--- src/hdl/gpf_pkg.sv ---
// Shared types and constants of the Goldbach prime-pair finder.
// Used by gpf_div, gpf_dp, gpf_ctrl and goldbach_prime_pair_finder.
// No dependencies.
`default_nettype none

package gpf_pkg;

  // input width and result limits
  localparam int NUM_BITS    = 10;
  localparam int MAX_RESULTS = 64;
  localparam int SMALL_W     = 9;
  localparam int LARGE_W     = 10;

  // derived widths
  localparam int CNT_W     = $clog2(MAX_RESULTS + 1);
  localparam int DIV_CNT_W = (NUM_BITS > 1) ? $clog2(NUM_BITS) : 1;
  localparam int SQ_W      = 2 * NUM_BITS + 1;

  // controller states, one-hot
  typedef enum logic [8:0] {
    ST_IDLE  = 9'b0_0000_0001,
    ST_CHK_I = 9'b0_0000_0010,
    ST_LOAD  = 9'b0_0000_0100,
    ST_TRY   = 9'b0_0000_1000,
    ST_DIV   = 9'b0_0001_0000,
    ST_PAIR  = 9'b0_0010_0000,
    ST_NEXT  = 9'b0_0100_0000,
    ST_FINAL = 9'b0_1000_0000,
    ST_SPARE = 9'b1_0000_0000
  } gpf_state_e;

  // controller to datapath commands
  typedef struct packed {
    logic start;      // load n, restart the pair search
    logic load_m;     // pick the candidate and reset the trial divisor
    logic sel_large;  // candidate is n - i instead of i
    logic start_div;  // launch the remainder unit
    logic step_d;     // move to the next trial divisor
    logic store_pair; // keep the current pair as pending
    logic emit_pend;  // send the pending pair, not last
    logic emit_final; // send the closing beat
    logic inc_i;      // next small candidate
  } gpf_cmd_t;

  // datapath to controller status
  typedef struct packed {
    logic in_range;   // i <= n/2
    logic sq_over;    // d*d > m, no divisor left
    logic div_done;   // remainder ready
    logic rem_zero;   // d divides m
    logic out_free;   // output register can take a beat
    logic pend_valid; // a pair is pending
    logic count_last; // next stored pair reaches the limit
  } gpf_status_t;

endpackage

`default_nettype wire

--- src/hdl/gpf_div.sv ---
// Iterative remainder unit: one restoring step per cycle, NUM_BITS steps.
// Depends on gpf_pkg.
`default_nettype none

module gpf_div (
  input  wire                           clk_i,
  input  wire                           rst_ni,
  input  wire                           start_i,
  input  wire  [gpf_pkg::NUM_BITS-1:0]  dividend_i,
  input  wire  [gpf_pkg::NUM_BITS-1:0]  divisor_i,
  output logic                          done_o,
  output logic [gpf_pkg::NUM_BITS-1:0]  rem_o
);
  import gpf_pkg::*;

  logic                 busy_q, busy_d;
  logic                 done_q, done_d;
  logic [DIV_CNT_W-1:0] cnt_q, cnt_d;
  logic [NUM_BITS-1:0]  rem_q, rem_d;
  logic [NUM_BITS-1:0]  quo_q, quo_d;
  logic [NUM_BITS-1:0]  dvs_q, dvs_d;
  logic [NUM_BITS:0]    shifted;
  logic [NUM_BITS:0]    diff;

  // one restoring step
  assign shifted = {rem_q, quo_q[NUM_BITS-1]};
  assign diff    = shifted - {1'b0, dvs_q};

  // step sequencing
  always_comb begin
    busy_d = busy_q;
    done_d = 1'b0;
    cnt_d  = cnt_q;
    rem_d  = rem_q;
    quo_d  = quo_q;
    dvs_d  = dvs_q;
    if (start_i) begin
      busy_d = 1'b1;
      cnt_d  = DIV_CNT_W'(NUM_BITS - 1);
      rem_d  = '0;
      quo_d  = dividend_i;
      dvs_d  = divisor_i;
    end else if (busy_q) begin
      rem_d = diff[NUM_BITS] ? shifted[NUM_BITS-1:0] : diff[NUM_BITS-1:0];
      quo_d = quo_q << 1;
      if (cnt_q == '0) begin
        busy_d = 1'b0;
        done_d = 1'b1;
      end else begin
        cnt_d = cnt_q - 1'b1;
      end
    end
  end

  // control registers
  always_ff @(posedge clk_i or negedge rst_ni) begin
    if (!rst_ni) begin
      busy_q <= 1'b0;
      done_q <= 1'b0;
    end else begin
      busy_q <= busy_d;
      done_q <= done_d;
    end
  end

  // working registers
  always_ff @(posedge clk_i) begin
    cnt_q <= cnt_d;
    rem_q <= rem_d;
    quo_q <= quo_d;
    dvs_q <= dvs_d;
  end

  assign done_o = done_q;
  assign rem_o  = rem_q;

endmodule

`default_nettype wire

--- src/hdl/gpf_dp.sv ---
// Datapath: search registers, trial divisor, pending pair and output register.
// Depends on gpf_pkg and gpf_div.
`default_nettype none

module gpf_dp (
  input  wire                          clk_i,
  input  wire                          rst_ni,
  input  gpf_pkg::gpf_cmd_t            cmd_i,
  output gpf_pkg::gpf_status_t         status_o,
  input  wire  [gpf_pkg::NUM_BITS-1:0] number_i,
  input  wire                          out_stall_i,
  output logic                         out_valid_o,
  output logic                         found_o,
  output logic [gpf_pkg::SMALL_W-1:0]  small_prime_o,
  output logic [gpf_pkg::LARGE_W-1:0]  large_prime_o,
  output logic                         last_o
);
  import gpf_pkg::*;

  logic [NUM_BITS-1:0] n_q, i_q, m_q, d_q;
  logic [SQ_W-1:0]     dsq_q;
  logic [NUM_BITS-1:0] rem;
  logic                div_done;
  logic [CNT_W-1:0]    count_q;
  logic                pend_v_q;
  logic [SMALL_W-1:0]  pend_small_q;
  logic [LARGE_W-1:0]  pend_large_q;
  logic                out_valid_q;
  logic                found_q, last_q;
  logic [SMALL_W-1:0]  small_q;
  logic [LARGE_W-1:0]  large_q;
  logic                out_free;
  logic [NUM_BITS-1:0] n_minus_i;

  assign n_minus_i = n_q - i_q;
  assign out_free  = !out_valid_q || !out_stall_i;

  // remainder unit
  gpf_div u_div (
    .clk_i      (clk_i),
    .rst_ni     (rst_ni),
    .start_i    (cmd_i.start_div),
    .dividend_i (m_q),
    .divisor_i  (d_q),
    .done_o     (div_done),
    .rem_o      (rem)
  );

  // status back to the controller
  always_comb begin
    status_o.in_range   = i_q <= (n_q >> 1);
    status_o.sq_over    = dsq_q > SQ_W'(m_q);
    status_o.div_done   = div_done;
    status_o.rem_zero   = rem == '0;
    status_o.out_free   = out_free;
    status_o.pend_valid = pend_v_q;
    status_o.count_last = count_q == CNT_W'(MAX_RESULTS - 1);
  end

  // search and candidate registers
  always_ff @(posedge clk_i) begin
    if (cmd_i.start) begin
      n_q <= number_i;
      i_q <= NUM_BITS'(2);
    end else if (cmd_i.inc_i) begin
      i_q <= i_q + 1'b1;
    end
    if (cmd_i.load_m) begin
      m_q   <= cmd_i.sel_large ? n_minus_i : i_q;
      d_q   <= NUM_BITS'(2);
      dsq_q <= SQ_W'(4);
    end else if (cmd_i.step_d) begin
      d_q   <= d_q + 1'b1;
      dsq_q <= dsq_q + SQ_W'({d_q, 1'b1});
    end
    if (cmd_i.store_pair) begin
      pend_small_q <= SMALL_W'(i_q);
      pend_large_q <= LARGE_W'(n_minus_i);
    end
  end

  // pair bookkeeping
  always_ff @(posedge clk_i or negedge rst_ni) begin
    if (!rst_ni) begin
      pend_v_q <= 1'b0;
      count_q  <= '0;
    end else if (cmd_i.start) begin
      pend_v_q <= 1'b0;
      count_q  <= '0;
    end else if (cmd_i.store_pair) begin
      pend_v_q <= 1'b1;
      count_q  <= count_q + 1'b1;
    end
  end

  // output beat valid
  always_ff @(posedge clk_i or negedge rst_ni) begin
    if (!rst_ni) begin
      out_valid_q <= 1'b0;
    end else if (cmd_i.emit_pend || cmd_i.emit_final) begin
      out_valid_q <= 1'b1;
    end else if (!out_stall_i) begin
      out_valid_q <= 1'b0;
    end
  end

  // output beat payload
  always_ff @(posedge clk_i) begin
    if (cmd_i.emit_pend) begin
      found_q <= 1'b1;
      small_q <= pend_small_q;
      large_q <= pend_large_q;
      last_q  <= 1'b0;
    end else if (cmd_i.emit_final) begin
      found_q <= pend_v_q;
      small_q <= pend_v_q ? pend_small_q : '0;
      large_q <= pend_v_q ? pend_large_q : '0;
      last_q  <= 1'b1;
    end
  end

  assign out_valid_o   = out_valid_q;
  assign found_o       = found_q;
  assign small_prime_o = small_q;
  assign large_prime_o = large_q;
  assign last_o        = last_q;

endmodule

`default_nettype wire

--- src/hdl/gpf_ctrl.sv ---
// Controller: sequences the pair search and the trial-division tests.
// Depends on gpf_pkg.
`default_nettype none

module gpf_ctrl (
  input  wire                   clk_i,
  input  wire                   rst_ni,
  input  wire                   in_valid_i,
  output logic                  in_stall_o,
  input  gpf_pkg::gpf_status_t  status_i,
  output gpf_pkg::gpf_cmd_t     cmd_o
);
  import gpf_pkg::*;

  gpf_state_e state_q, state_d;
  logic       phase_q, phase_d;   // 0 tests i, 1 tests n - i

  assign in_stall_o = state_q != ST_IDLE;

  // next state and commands
  always_comb begin
    state_d = state_q;
    phase_d = phase_q;
    cmd_o   = '0;
    case (state_q)
      ST_IDLE: begin
        if (in_valid_i) begin
          cmd_o.start = 1'b1;
          state_d     = ST_CHK_I;
        end
      end
      ST_CHK_I: begin
        phase_d = 1'b0;
        state_d = status_i.in_range ? ST_LOAD : ST_FINAL;
      end
      ST_LOAD: begin
        cmd_o.load_m    = 1'b1;
        cmd_o.sel_large = phase_q;
        state_d         = ST_TRY;
      end
      ST_TRY: begin
        // no divisor up to the square root: candidate is prime
        if (status_i.sq_over) begin
          if (!phase_q) begin
            phase_d = 1'b1;
            state_d = ST_LOAD;
          end else begin
            state_d = ST_PAIR;
          end
        end else begin
          cmd_o.start_div = 1'b1;
          state_d         = ST_DIV;
        end
      end
      ST_DIV: begin
        if (status_i.div_done) begin
          if (status_i.rem_zero) begin
            state_d = ST_NEXT;
          end else begin
            cmd_o.step_d = 1'b1;
            state_d      = ST_TRY;
          end
        end
      end
      ST_PAIR: begin
        // previous pair goes out as the new one becomes pending
        if (!status_i.pend_valid || status_i.out_free) begin
          cmd_o.emit_pend  = status_i.pend_valid;
          cmd_o.store_pair = 1'b1;
          state_d          = status_i.count_last ? ST_FINAL : ST_NEXT;
        end
      end
      ST_NEXT: begin
        cmd_o.inc_i = 1'b1;
        state_d     = ST_CHK_I;
      end
      ST_FINAL: begin
        if (status_i.out_free) begin
          cmd_o.emit_final = 1'b1;
          state_d          = ST_IDLE;
        end
      end
      default: begin
        state_d = ST_IDLE;
      end
    endcase
  end

  // state registers
  always_ff @(posedge clk_i or negedge rst_ni) begin
    if (!rst_ni) begin
      state_q <= ST_IDLE;
      phase_q <= 1'b0;
    end else begin
      state_q <= state_d;
      phase_q <= phase_d;
    end
  end

endmodule

`default_nettype wire

--- src/hdl/goldbach_prime_pair_finder.sv ---
// Goldbach prime-pair finder: every prime pair (i, n-i) with 2 <= i <= n/2, up to 64.
// Top level; depends on gpf_pkg, gpf_ctrl and gpf_dp.
//
// Usage:
//   Input channel: number_i with in_valid_i / in_stall_o. One beat is taken
//   only while the block is idle; in_stall_o stays high until the closing
//   result beat of the current number has been loaded into the output register.
//   Output channel: found_o, small_prime_o, large_prime_o, last_o with
//   out_valid_o / out_stall_i. Pairs come out in order of rising i; last_o
//   marks the final beat. With no pair, one beat with found_o low and
//   zero primes is sent, last_o high. At most 64 pairs are reported.
//   Search: each trial divisor runs through the shared remainder unit;
//   divisors from 2 up to floor(sqrt(m)) are tried per candidate m until
//   one divides m. Each candidate i is range-checked and loaded; a prime i
//   is followed by a load of n - i, and each prime pair is stored. The time
//   per number depends on n; numbers are handled one at a time.
//   Receiver stall: the output register holds its beat; the search pauses
//   when a further pair is ready and the register is still full.
//   Reset: asynchronous, active low; the block returns to idle with no
//   beat pending.
`default_nettype none

module goldbach_prime_pair_finder (
  input  wire                          clk_i,
  input  wire                          rst_ni,
  input  wire                          in_valid_i,
  output logic                         in_stall_o,
  input  wire  [gpf_pkg::NUM_BITS-1:0] number_i,
  output logic                         out_valid_o,
  input  wire                          out_stall_i,
  output logic                         found_o,
  output logic [gpf_pkg::SMALL_W-1:0]  small_prime_o,
  output logic [gpf_pkg::LARGE_W-1:0]  large_prime_o,
  output logic                         last_o
);
  import gpf_pkg::*;

  gpf_cmd_t    cmd;
  gpf_status_t status;

  // sequencer
  gpf_ctrl u_ctrl (
    .clk_i      (clk_i),
    .rst_ni     (rst_ni),
    .in_valid_i (in_valid_i),
    .in_stall_o (in_stall_o),
    .status_i   (status),
    .cmd_o      (cmd)
  );

  // datapath
  gpf_dp u_dp (
    .clk_i         (clk_i),
    .rst_ni        (rst_ni),
    .cmd_i         (cmd),
    .status_o      (status),
    .number_i      (number_i),
    .out_stall_i   (out_stall_i),
    .out_valid_o   (out_valid_o),
    .found_o       (found_o),
    .small_prime_o (small_prime_o),
    .large_prime_o (large_prime_o),
    .last_o        (last_o)
  );

endmodule

`default_nettype wire
--- config.mk ---
export PLATFORM = sky130hd
export DESIGN_NAME = goldbach_prime_pair_finder
export DESIGN_NICKNAME = d
export VERILOG_FILES = /design/src/hdl/gpf_pkg.sv /design/src/hdl/gpf_div.sv /design/src/hdl/gpf_dp.sv /design/src/hdl/gpf_ctrl.sv /design/src/hdl/goldbach_prime_pair_finder.sv
export SDC_FILE = /design/constraint.sdc
export NUM_CORES = 1
export LEC_CHECK = 0
export ABC_AREA = 1
export CAP_MARGIN = 30
export CORE_AREA = 8 8 141 143
export CTS_BUF_LIST = sky130_fd_sc_hd__clkbuf_8 sky130_fd_sc_hd__clkbuf_16
export CTS_CLUSTER_DIAMETER = 100
export CTS_CLUSTER_SIZE = 14
export DETAILED_ROUTE_END_ITERATION = 6
export DIE_AREA = 0 0 149 151
export DONT_BUFFER_PORTS = 1
export GPL_ROUTABILITY_DRIVEN = 1
export PLACE_DENSITY = 0.64
export REMOVE_ABC_BUFFERS = 1
export SYNTH_ARGS = -nofsm -noshare
export SYNTH_HDL_FRONTEND = slang
export SYNTH_SLANG_ARGS = --single-unit
--- constraint.sdc ---
create_clock -name clk_i -period 2.56 [get_ports clk_i]
set_input_delay 0.384 -clock clk_i [delete_from_list [all_inputs] [get_ports clk_i]]
set_output_delay 0.384 -clock clk_i [all_outputs]
set_load 0.02 [all_outputs]
==> results.md, run 1 <==
- Status: completed
- Root buffer cell: clkbuf_16
- Hold WC Path Type: input pin to register
- Worst Path Max Fanout: 20
- Avg Vias per Cell: 5.07
- Final-report hold violation count: 0
- R2R setup slack: 0.31 ns
- Nets: about 1200
- Yosys top cell area share: 0.272
- Beginning of the worst hold path: number_i[2]
- Worst r2r src: u_dp.m_q[8]$_DFFE_PN_
- Final Critical Period: 2.25 ns
- GRT Overall Usage: 0.174
- Post-synth top cells: 276 x nand2_1, 165 x inv_1, 89 x nor2_1
- Final wirelength: 18600 um
- Sink Count: between 150 and 200
- CP Cell Sequence: inv_1 > ha_1 > nand2_1 > inv_1 > nand2_1 > nor4_1 > nand3_1 > nand2_2 > nand2_4 > nand2_1
- Clk_lat worst skew: between 0.4 and 0.5 ns
- Synth Register Bits: 155
- Clk slew on worst S/H paths: 0.06 ns
- Grt ovf: 0
- Mapped cell area: between 0.008 and 0.009 mm^2
- Slowest cell on crit path: nand2_1
- Number of flops mapped to enable cells by yosys: approximately 80
- Critical path class: register to register
- Synth Area in Adders: 0.0824
- DR WL/cell: 14.0 um
- Post-Synth XOR/XNOR Area: 0.0254
- Max-slew headroom: 0.584
- Final Cell Area: between 0.009 and 0.01 mm^2
- Met3 wire len: 898 um
- Final Cycle Share: 0.879
- Post-CTS Setup Bufs: 0
- Warnings, synthesis: 0
- Pleak: 4.52 nW
- DP Area: 0.00892 mm^2
- Worst Setup Start Kind: register
- Fmax: 445 MHz
- Post-Synth Simple-Gate Area: 0.260
- Mux cell area share after synthesis: 0
- First-pass GRT wire length: 31300 um
- Layout cells sized above 1: 0.0745
- Final Skew: 0.00813 ns
- Maximum vdd drop: 0.508 mV
- CTS Buf Count: 17
- Most frequent cell after synthesis: nand2_1
- WP data required: approximately 2.6 ns
- Hold EP: u_dp.n_q[2]$_DFFE_PP_
- Netlist cell types: 47
- Post-synthesis sequential area ratio: 0.462
- Worst-Margin Slew: 0.620 ns
- # IOs: 37
- R2R Path End: u_dp.u_div.quo_q[3]$_DFFE_PP_
- Cell taking the most area after synthesis: edfxtp_1
- H-tree depth: 4
- Clock share of power: 0.337
- Top layer in use: met4
- Post-DRT Antenna Nets: 0
- Die span in x: 149 um
- TritonCTS clock tree: yes
- Post-DP HPWL: 14100 um
- Sequential Power Share: 0.425
- Critical Path Max Stage Delay: 0.40 ns
- Largest family of logic cells by synthesized area: simple AND/OR/NAND/NOR gates
- Max-Cap Viols: 0
- Worst path most repeated cell: nand2_1
- P_int: about 5.0 mW
- Met2 WL: 8560 um
- Met1 WL: 8860 um
- Switching share of power: 0.327
- Ys async rst share: 0.129
- Final setup TNS: 0 ns
- CP arrival: 2.31 ns
- Synth Area per Inst: 8.09 um^2
- WHS Path Cells: 0
- # fillers: 1618
- IO Port Bufs: 0
- Comb power frac: 0.239
- Vias in the first global route: 6507
- Cell depth of the worst flop-to-flop path: 10
- Die Ht: approximately 150 um
- Predominant post-synthesis flop cell: edfxtp_1
- RSZ-0062 raised after global routing: false
- Setup Viol. Count Final: 0
- Largest net degree at the start of global routing: 28
- Synth top area cells: edfxtp_1 27%, dfxtp_1 13%, nand2_1 12%
- Gate Count Post-Synth: 1067
- Rows: 49
- # diodes: 0
- Sw Pwr: about 2.4 mW
- Initial drt markers: between 400 and 500
- Crit end category: register
- Gpl congestion: 0.901
- Core Footprint: about 0.018 mm^2
- Die area: 0.0225 mm^2
- First-pass iteration count of the detailed router: 5
- Initial antenna violation count: 0
- Post-synthesis compound-gate area fraction: 0.0811
- DR vias: 6742
- P&R area growth vs syn: 10.5%
- DRC: 0
- Max clock buf depth: 2
- Starting Density: 0.489
- PD cells: 781 mW/mm^2
- Slew Viols, Final: 0
==> area by class of cell <==
cell class,instances,area (um^2),share of cell area
Sequential cell,155,3990,0.418
Clock buffer,17,425,0.0446
Inverter,172,651,0.0683
Tap cell,229,287,0.0301
Multi-Input combinational cell,723,3880,0.407
Timing Repair Buffer,18,145,0.0152
Clock inverter,15,164,0.0172
==> critical path, delay by kind of cell (launching register included) <==
kind	cells	cell delay, ns
flip-flops	1	0.32
buffers and inverters	2	0.13
AND/OR/NAND/NOR	7	1.17
adder cells (fa/ha/maj)	1	0.29
==> cells in the final DEF (no fill, tap or decap), drive strengths merged, types with 17 or more instances in the layout <==
cell,synthesis,routed
o21ai,52,52
nand4,17,17
dfrtp,19,19
edfxtp,78,78
nand2,281,281
a21oi,58,58
ha,52,52
nor2,100,100
dfxtp,57,57
clkbuf,5,17
nand3,86,86
inv,170,176
nor3,20,20
buf,12,17
==> per-stage QoR <==
step                       util  cells  hold slack [ns]  total power, mW  worst slack [ns]
after global placement    0.505   1295           0.0898             4.95             0.337
after CTS                 0.539   1328           0.0347             7.52             0.297
after detailed placement  0.505   1295           0.0898             4.97             0.308
final                     0.540   1329           0.0563             7.45             0.311
after global routing      0.540   1329           0.0338             7.90            0.0743
after floorplan               -   1050           0.0884             4.49             0.420
==> power groups by stage <==
stage,sequential [mW],clock [mW],combinational (mW)
finish,3.16,2.51,1.78
global route,3.19,2.66,2.05
CTS,3.16,2.58,1.78
detailed placement,3.22,0,1.76
global placement,3.21,0,1.74
floorplan,3.13,0,1.36
==> per-layer routing <==
metal,vias up,GRT usage
li1,3521,-
met1,3042,0.227
met2,157,0.285
met3,22,0.0391
met4,0,0.0515
met5,-,0
==> repair_timing <==
action | CTS | global route
hold endpoints to repair | 20 | 0
hold buffers | 1 | 0
gates resized for setup | 0 | 0
==> cell families after synthesis <==
group	after synthesis
XOR/XNOR	25
AND/OR/NAND/NOR	517
AO/OA/AOI/OAI	126
buffers and inverters	189
adder cells (fa/ha/maj)	55
flip-flops	155
==> sequential cells by signal, indices dropped and copies added, names as in the netlist, 4 cells and up <==
name                flops
u_dp.m_q               10
u_dp.large_prime_o     10
u_dp.u_div.quo_q       10
u_dp.i_q               10
u_ctrl.state_q          8
u_dp.d_q               10
u_dp.u_div.rem_o       10
u_dp.pend_small_q       9
u_dp.u_div.dvs_q       10
u_dp.n_q               10
u_dp.pend_large_q      10
u_dp.u_div.cnt_q        4
u_dp.small_prime_o      9
u_dp.dsq_q             21
u_dp.count_q            7
==> worst max path at each step <==
stage	slack, ns	startpoint	to	depth (start not counted)
2_1_floorplan	0.42	u_ctrl.state_q[7]$_DFFE_PN0P_	u_dp.m_q[0]$_DFFE_PN_	6
3_3_place_gp	0.34	u_dp.i_q[0]$_SDFFE_PP0N_	u_dp.m_q[6]$_DFFE_PN_	11
3_5_place_dp	0.31	u_dp.m_q[4]$_DFFE_PN_	u_dp.u_div.quo_q[8]$_DFFE_PP_	8
4_1_cts	0.30	u_dp.m_q[8]$_DFFE_PN_	u_dp.u_div.quo_q[4]$_DFFE_PP_	10
5_1_grt	0.07	u_dp.m_q[9]$_DFFE_PN_	u_dp.u_div.quo_q[7]$_DFFE_PP_	13
6_report	0.31	u_dp.m_q[8]$_DFFE_PN_	u_dp.u_div.quo_q[3]$_DFFE_PP_	10
(Power assumes the default switching activity.)
==> run 2, diff against run 1 <==
PLACE_DENSITY = 0.74   (was 0.64)
==> run 2 against run 1 <==
Final area decreased by 0.13%. Count of clock-buffer cells in the layout stayed put. Highest routed layer unchanged. Clock power barely moved. Worst hold slack got worse by 0.010 ns. Wire length up 1.4%. Critical endpoint is now u_dp.u_div.dvs_q[3]$_DFFE_PP_. Clock skew rose by 0.0036 ns. Total power is essentially flat. Via count is 0.53% higher. Largest cell class unchanged.
==> results.md, run 2 (synthesized netlist as in run 1, its figures left out) <==
- Status: completed (unchanged)
- Fmax: 433 MHz (was 445 MHz)
- PD cells: 783 mW/mm^2 (was 781 mW/mm^2)
- # IOs: 37 (unchanged)
- Root buffer cell: clkbuf_16 (unchanged)
- Layout cells sized above 1: 0.0755 (was 0.0745)
- Post-DP HPWL: 14100 um (about the same)
- Die span in x: 149 um (unchanged)
- Starting Density: 0.489 (unchanged)
- Critical path class: register to register (unchanged)
- Slew Viols, Final: 0 (unchanged)
- Largest net degree at the start of global routing: 28 (unchanged)
- Gpl congestion: 0.892 (was 0.901)
- Hold WC Path Type: input pin to register (unchanged)
- DR vias: 6778 (was 6742)
- Final setup TNS: 0 ns (unchanged)
- DP Area: 0.00891 mm^2 (was 0.00892 mm^2)
- Setup WS pre-CTS: 0.254 ns (was 0.308 ns)
- Post-route setup slack: 0.250 ns (was 0.311 ns)
- Most common cell after layout, fill and taps aside: nand2_1 (unchanged)
- Critical Path Max Stage Delay: 0.39 ns (was 0.40 ns)
- Most frequent cells in the layout: 275 x nand2_1, 165 x inv_1, 89 x nor2_1 (was 276 x nand2_1, 165 x inv_1, 89 x nor2_1)
- Max-slew headroom: 0.560 (was 0.584)
- CP arrival: 2.39 ns (was 2.31 ns)
- Crit end category: register (unchanged)
- IO Port Bufs: 0 (unchanged)
- Rows: 49 (unchanged)
- Max-Cap Viols: 0 (unchanged)
- H-tree depth: 4 (unchanged)
- Slowest cell on crit path: inv_1 (was nand2_1)
- Initial antenna violation count: 0 (unchanged)
- R2R setup slack: 0.25 ns (was 0.31 ns)
- WP data required: 2.64 ns (was 2.62 ns)
- CP Cell Sequence: inv_1 > ha_1 > nand2_1 > inv_1 > nand2_1 > nand2_1 > a21oi_1 > nand2_2 > nand2_2 > nand2_4 > inv_1 (was inv_1 > ha_1 > nand2_1 > inv_1 > nand2_1 > nor4_1 > nand3_1 > nand2_2 > nand2_4 > nand2_1)
- Final wirelength: 18800 um (was 18600 um)
- Avg Vias per Cell: 5.10 (was 5.07)
- Worst-Margin Slew: 0.656 ns (was 0.620 ns)
- Die area: 0.0225 mm^2 (unchanged)
- Maximum vdd drop: 0.642 mV (was 0.508 mV)
- Max clock buf depth: 2 (unchanged)
- # diodes: 0 (unchanged)
- GRT Overall Usage: 0.174 (about the same)
- RSZ-0062 raised after global routing: false (unchanged)
- Clk slew on worst S/H paths: 0.07 ns (was 0.06 ns)
- P&R area growth vs syn: 10.4% (was 10.5%)
- Clk_lat worst skew: 0.43 ns (was 0.42 ns)
- Vias in the first global route: 6526 (was 6507)
- Pleak: 4.51 nW (was 4.52 nW)
- Final Critical Period: 2.31 ns (was 2.25 ns)
- Grt ovf: 0 (unchanged)
- Sink Count: 155 (unchanged)
- Setup Viol. Count Final: 0 (unchanged)
- Final Cell Area: 0.00952 mm^2 (was 0.00953 mm^2)
- Worst Setup Start Kind: register (unchanged)
- Max reg flops: 21 (unchanged)
- TritonCTS clock tree: yes (unchanged)
- Largest Register: u_dp.dsq_q (unchanged)
- Final-report hold violation count: 0 (unchanged)
- Post-CTS Setup Bufs: 0 (unchanged)
- Nets: 1155 (was 1156)
- Die Ht: 151 um (unchanged)
- Worst Path Max Fanout: 25 (was 20)
- Bufs and invs on worst path: 3 (was 2)
- # fillers: 1593 (was 1618)
- Initial drt markers: 431 (was 446)
- First-pass GRT wire length: 31400 um (was 31300 um)
- Post-DRT Antenna Nets: 0 (unchanged)
- Family with the most delay on the worst path: simple AND/OR/NAND/NOR gates (unchanged)
- Final Cycle Share: 0.903 (was 0.879)
- DR WL/cell: 14.2 um (was 14.0 um)
- CTS Buf Count: 17 (unchanged)
- Final Skew: 0.0117 ns (was 0.00813 ns)
- First-pass iteration count of the detailed router: 5 (unchanged)
- DRC: 0 (unchanged)
- Core Footprint: 0.0177 mm^2 (unchanged)
==> run 2: changes by cell type in the layout (fill, tap and decap cells not counted), sizes merged <==
cell    delta
inv        +2
buf        -1
bufinv     -1
clkinv     -1
==> run 2: area by class of cell <==
class / count / area (um^2) / area share
Timing Repair Buffer: 17 / 138 / 0.0145
Tap cell: 229 / 287 / 0.0301
Inverter: 172 / 651 / 0.0683
Clock inverter: 15 / 156 / 0.0164
Multi-Input combinational cell: 723 / 3880 / 0.407
Sequential cell: 155 / 3990 / 0.419
Clock buffer: 17 / 425 / 0.0447
==> run 2: power by group <==
part	switching, mW	internal [mW]	total (mW)	leakage (nW)
Clock	1.12	1.38	2.50	0.281
Combinational	1.17	0.633	1.80	2.79
Sequential	0.235	2.92	3.16	1.44
Total	2.52	4.93	7.45	4.51
==> run 2: worst paths after layout <==
path | endpoint | cells past startpoint | start
max | u_dp.u_div.dvs_q[3]$_DFFE_PP_ | 11 | u_dp.m_q[8]$_DFFE_PN_
min | u_dp.n_q[4]$_DFFE_PP_ | 0 | number_i[4]
max reg2reg | u_dp.u_div.dvs_q[3]$_DFFE_PP_ | 11 | u_dp.m_q[8]$_DFFE_PN_
min reg2reg | u_dp.count_q[4]$_DFFE_PN0P_ | 1 | u_dp.count_q[4]$_DFFE_PN0P_
max in group asynchronous | u_ctrl.state_q[0]$_DFFE_PN1P_ | 2 | rst_ni
min in group asynchronous | u_dp.out_valid_o$_DFFE_PN0P_ | 1 | rst_ni
==> run 2: layer usage <==
metal / global-route usage / share of wire / routed length [um]
met5: 0 / 0 / 0
met4: 0.0540 / 0.017 / 312
met3: 0.0382 / 0.046 / 872
met2: 0.292 / 0.48 / 9030
met1: 0.221 / 0.46 / 8600
==> run 2: what timing repair did <==
action,CTS,global route
setup endpoints to repair,0,10
hold buffers,1,0
gates resized for setup,0,1
hold endpoints to repair,20,0
==> run 2: stage by stage <==
step	utilization	power [mW]	hold slack, ns	instances
final	0.539	7.45	0.0460	1328
after global routing	0.539	7.90	0.0247	1328
after CTS	0.538	7.49	0.0258	1327
after detailed placement	0.505	4.98	0.0891	1294
after global placement	0.505	4.92	0.0891	1294
after floorplan	-	4.49	0.0884	1050
==> run 3, diff against run 2 <==
ABC_AREA = 0   (was 1)
CAP_MARGIN = 15   (was 30)
CORE_AREA = 8 8 136 138   (was 8 8 141 143)
DIE_AREA = 0 0 144 146   (was 0 0 149 151)
PLACE_DENSITY = unset   (was 0.74)
==> run 3 against run 2 <==
Non-clock buffer count is 28 higher. Critical endpoint is now u_dp.dsq_q[19]$_SDFFE_PN0P_. Utilization is 2.6 points higher. Final cell count is 22% lower. Largest cell class unchanged. Via count is 17% lower. Synthesized area is 7.6% lower. Highest routed layer unchanged.
==> results.md, run 3 <==
- Gpl congestion: 0.874 (was 0.892)
- Final-report hold violation count: 0 (unchanged)
- DR WL/cell: 16.4 um (was 14.2 um)
- Max-slew headroom: 0.329 (was 0.560)
- Mux cell area share after synthesis: 0.0341 (was 0)
- Post-DP HPWL: 12400 um (was 14100 um)
- Post-Synth Simple-Gate Area: 0.169 (was 0.260)
- Slowest cell on crit path: or4_4 (was inv_1)
- Avg Vias per Cell: 5.40 (was 5.10)
- Cell taking the most area after synthesis: edfxtp_1 (unchanged)
- Synth Area in Adders: 0.0892 (was 0.0824)
- Final Cycle Share: 0.967 (was 0.903)
- Mapped cell area: 0.00797 mm^2 (was 0.00863 mm^2)
- Worst Setup Start Kind: register (unchanged)
- Most frequent cell after synthesis: edfxtp_1 (was nand2_1)
- # IOs: 37 (unchanged)
- First-pass iteration count of the detailed router: 5 (unchanged)
- WP data required: 2.88 ns (was 2.64 ns)
- P&R area growth vs syn: 15.5% (was 10.4%)
- Synth Register Bits: 155 (unchanged)
- Fmax: 404 MHz (was 433 MHz)
- Nets: 873 (was 1155)
- Setup WS pre-CTS: 0.0136 ns (was 0.254 ns)
- Largest Register: u_dp.dsq_q (unchanged)
- Clk slew on worst S/H paths: 0.07 ns (about the same)
- Most common cell after layout, fill and taps aside: edfxtp_1 (was nand2_1)
- Post-route setup slack: 0.0836 ns (was 0.250 ns)
- TritonCTS clock tree: yes (unchanged)
- Hold WC Path Type: input pin to register (unchanged)
- Post-Synth XOR/XNOR Area: 0.0600 (was 0.0254)
- GRT Overall Usage: 0.167 (was 0.174)
- Yosys top cell area share: 0.294 (was 0.272)
- Gate Count Post-Synth: 757 (was 1067)
- Largest net degree at the start of global routing: 36 (was 28)
- Rows: 47 (was 49)
- Worst Path Max Fanout: 4 (was 25)
- Most frequent cells in the layout: 78 x edfxtp_1, 76 x nor2_1, 56 x dfxtp_1 (was 275 x nand2_1, 165 x inv_1, 89 x nor2_1)
- Critical Path Max Stage Delay: 0.58 ns (was 0.39 ns)
- First-pass GRT wire length: 27900 um (was 31400 um)
- H-tree depth: 4 (unchanged)
- Pleak: 3.88 nW (was 4.51 nW)
- Maximum vdd drop: 0.620 mV (was 0.642 mV)
- Warnings, synthesis: 0 (unchanged)
- Die span in x: 144 um (was 149 um)
- DRC: 0 (unchanged)
- DR vias: 5595 (was 6778)
- Final wirelength: 17000 um (was 18800 um)
- CP arrival: 2.79 ns (was 2.39 ns)
- Vias in the first global route: 5716 (was 6526)
- Die Ht: 146 um (was 151 um)
- Post-synthesis sequential area ratio: 0.500 (was 0.462)
- IO Port Bufs: 0 (unchanged)
- Core Footprint: 0.0163 mm^2 (was 0.0177 mm^2)
- Final Critical Period: 2.48 ns (was 2.31 ns)
- Setup Viol. Count Final: 0 (unchanged)
- Post-synth top cells: 78 x edfxtp_1, 76 x nor2_1, 57 x dfxtp_1 (was 276 x nand2_1, 165 x inv_1, 89 x nor2_1)
- Status: completed (unchanged)
- Die area: 0.0210 mm^2 (was 0.0225 mm^2)
- Largest family of logic cells by synthesized area: simple AND/OR/NAND/NOR gates (unchanged)
- Layout cells sized above 1: 0.148 (was 0.0755)
- Ys async rst share: 0.129 (unchanged)
- Final Skew: 0.0112 ns (was 0.0117 ns)
- Clk_lat worst skew: 0.43 ns (about the same)
- Max-Cap Viols: 0 (unchanged)
- PD cells: 790 mW/mm^2 (was 783 mW/mm^2)
- Sink Count: 155 (unchanged)
- Grt ovf: 0 (unchanged)
- CTS Buf Count: 17 (unchanged)
- Max reg flops: 21 (unchanged)
- Netlist cell types: 72 (was 47)
- Slew Viols, Final: 0 (unchanged)
- Critical path class: register to register (unchanged)
- Max clock buf depth: 2 (unchanged)
- # fillers: 1416 (was 1593)
- Starting Density: 0.489 (about the same)
- Predominant post-synthesis flop cell: edfxtp_1 (unchanged)
- # diodes: 0 (unchanged)
- Initial antenna violation count: 0 (unchanged)
- Number of flops mapped to enable cells by yosys: 78 (unchanged)
- Crit end category: register (unchanged)
- Synth top area cells: edfxtp_1 29%, dfxtp_1 14%, ha_1 8.2% (was edfxtp_1 27%, dfxtp_1 13%, nand2_1 12%)
- Post-DRT Antenna Nets: 0 (unchanged)
- Initial drt markers: 256 (was 431)
- Worst path most repeated cell: or4_4
- Post-synthesis compound-gate area fraction: 0.111 (was 0.0811)
- CP Cell Sequence: or4_4 > nor3_4 > buf_4 > nand3_2 > or2_4 > or4_4 > nand3_1 > o21ai_1 (was inv_1 > ha_1 > nand2_1 > inv_1 > nand2_1 > nand2_1 > a21oi_1 > nand2_2 > nand2_2 > nand2_4 > inv_1)
- Synth Area per Inst: 10.5 um^2 (was 8.09 um^2)
- Worst-Margin Slew: 1.00 ns (was 0.656 ns)
- Root buffer cell: clkbuf_16 (unchanged)
- Total power: 7.27 mW (was 7.45 mW)
run 3: changes by cell type in the layout (fill, tap and decap cells not counted), sizes merged, moves of 22 or more:
cell	before	now
a21oi	58	36
buf	16	43
inv	178	64
nand2	281	53
nand3	86	19
nor2	100	78
run 3: final timing paths:
path,from,endpoint,slack (ns),depth (start not counted)
worst max-delay path,u_ctrl.state_q[2]$_DFFE_PN0P_,u_dp.dsq_q[19]$_SDFFE_PN0P_,0.08,8
worst min-delay path,number_i[0],u_dp.n_q[0]$_DFFE_PP_,0.05,0
worst max register to register,u_ctrl.state_q[2]$_DFFE_PN0P_,u_dp.dsq_q[19]$_SDFFE_PN0P_,0.08,8
worst min register to register,u_dp.dsq_q[20]$_SDFFE_PN0P_,u_dp.dsq_q[20]$_SDFFE_PN0P_,0.47,2
max in group asynchronous,rst_ni,u_dp.u_div.busy_q$_DFF_PN0_,1.37,1
min in group asynchronous,rst_ni,u_dp.pend_v_q$_DFFE_PN0P_,0.58,1
run 3: area by class of cell:
| cell class | count | area (um^2) | area share |
|---|---|---|---|
| inverters | 56 | 210 | 0.0228 |
| repair buffers | 45 | 395 | 0.0430 |
| clock inverters | 14 | 150 | 0.0163 |
| clock buffers | 18 | 439 | 0.0477 |
| well taps | 220 | 275 | 0.0299 |
| multi-input cells | 529 | 3750 | 0.407 |
| flip-flops and latches | 155 | 3990 | 0.433 |
run 3: worst max-delay path: cells and delay by family (launching register included):
kind	cells	cell delay, ns
flip-flops	1	0.40
AO/OA/AOI/OAI	1	0.06
buffers and inverters	1	0.16
AND/OR/NAND/NOR	6	1.77
run 3: metrics by stage:
step	instances	cell area (um^2)	utilization	hold slack (ns)	TNS (ns)
after detailed placement	993	8440	0.518	0.0892	0
after CTS	1030	9080	0.557	0.0312	0
final	1037	9210	0.565	0.0485	0
after global placement	993	8440	0.518	0.0897	0
after floorplan	740	7890	-	0.0884	-6.26
after global routing	1037	9210	0.565	0.0217	-0.0244
run 3: cell families after synthesis:
group / count (synthesis)
AND/OR/NAND/NOR: 262
XOR/XNOR: 53
multiplexers: 25
adder cells (fa/ha/maj): 55
flip-flops: 155
buffers and inverters: 73
AO/OA/AOI/OAI: 134
run 3: timing repair:
action	in CTS	in global routing
hold buffers	1	0
cloned	0	1
resized for setup	2	16
buffers inserted	4	6
pin swaps	7	11
endpoints found under the hold margin	20	0
setup endpoints to repair	8	39
run 3: metal layers:
| metal | track usage | vias up | part of all wire |
|---|---|---|---|
| li1 | - | 2791 | - |
| met1 | 0.207 | 2695 | 0.48 |
| met2 | 0.274 | 91 | 0.47 |
| met3 | 0.0420 | 18 | 0.036 |
| met4 | 0.0610 | 0 | 0.015 |
| met5 | 0 | - | 0 |
run 3: power breakdown:
group          switching [mW]  internal [mW]  leakage (nW)  total, mW
sequential              0.265           2.90          1.43       3.16
clock                    1.10           1.41         0.289       2.50
combinational           0.895          0.714          2.16       1.61
total                    2.26           5.02          3.88       7.27
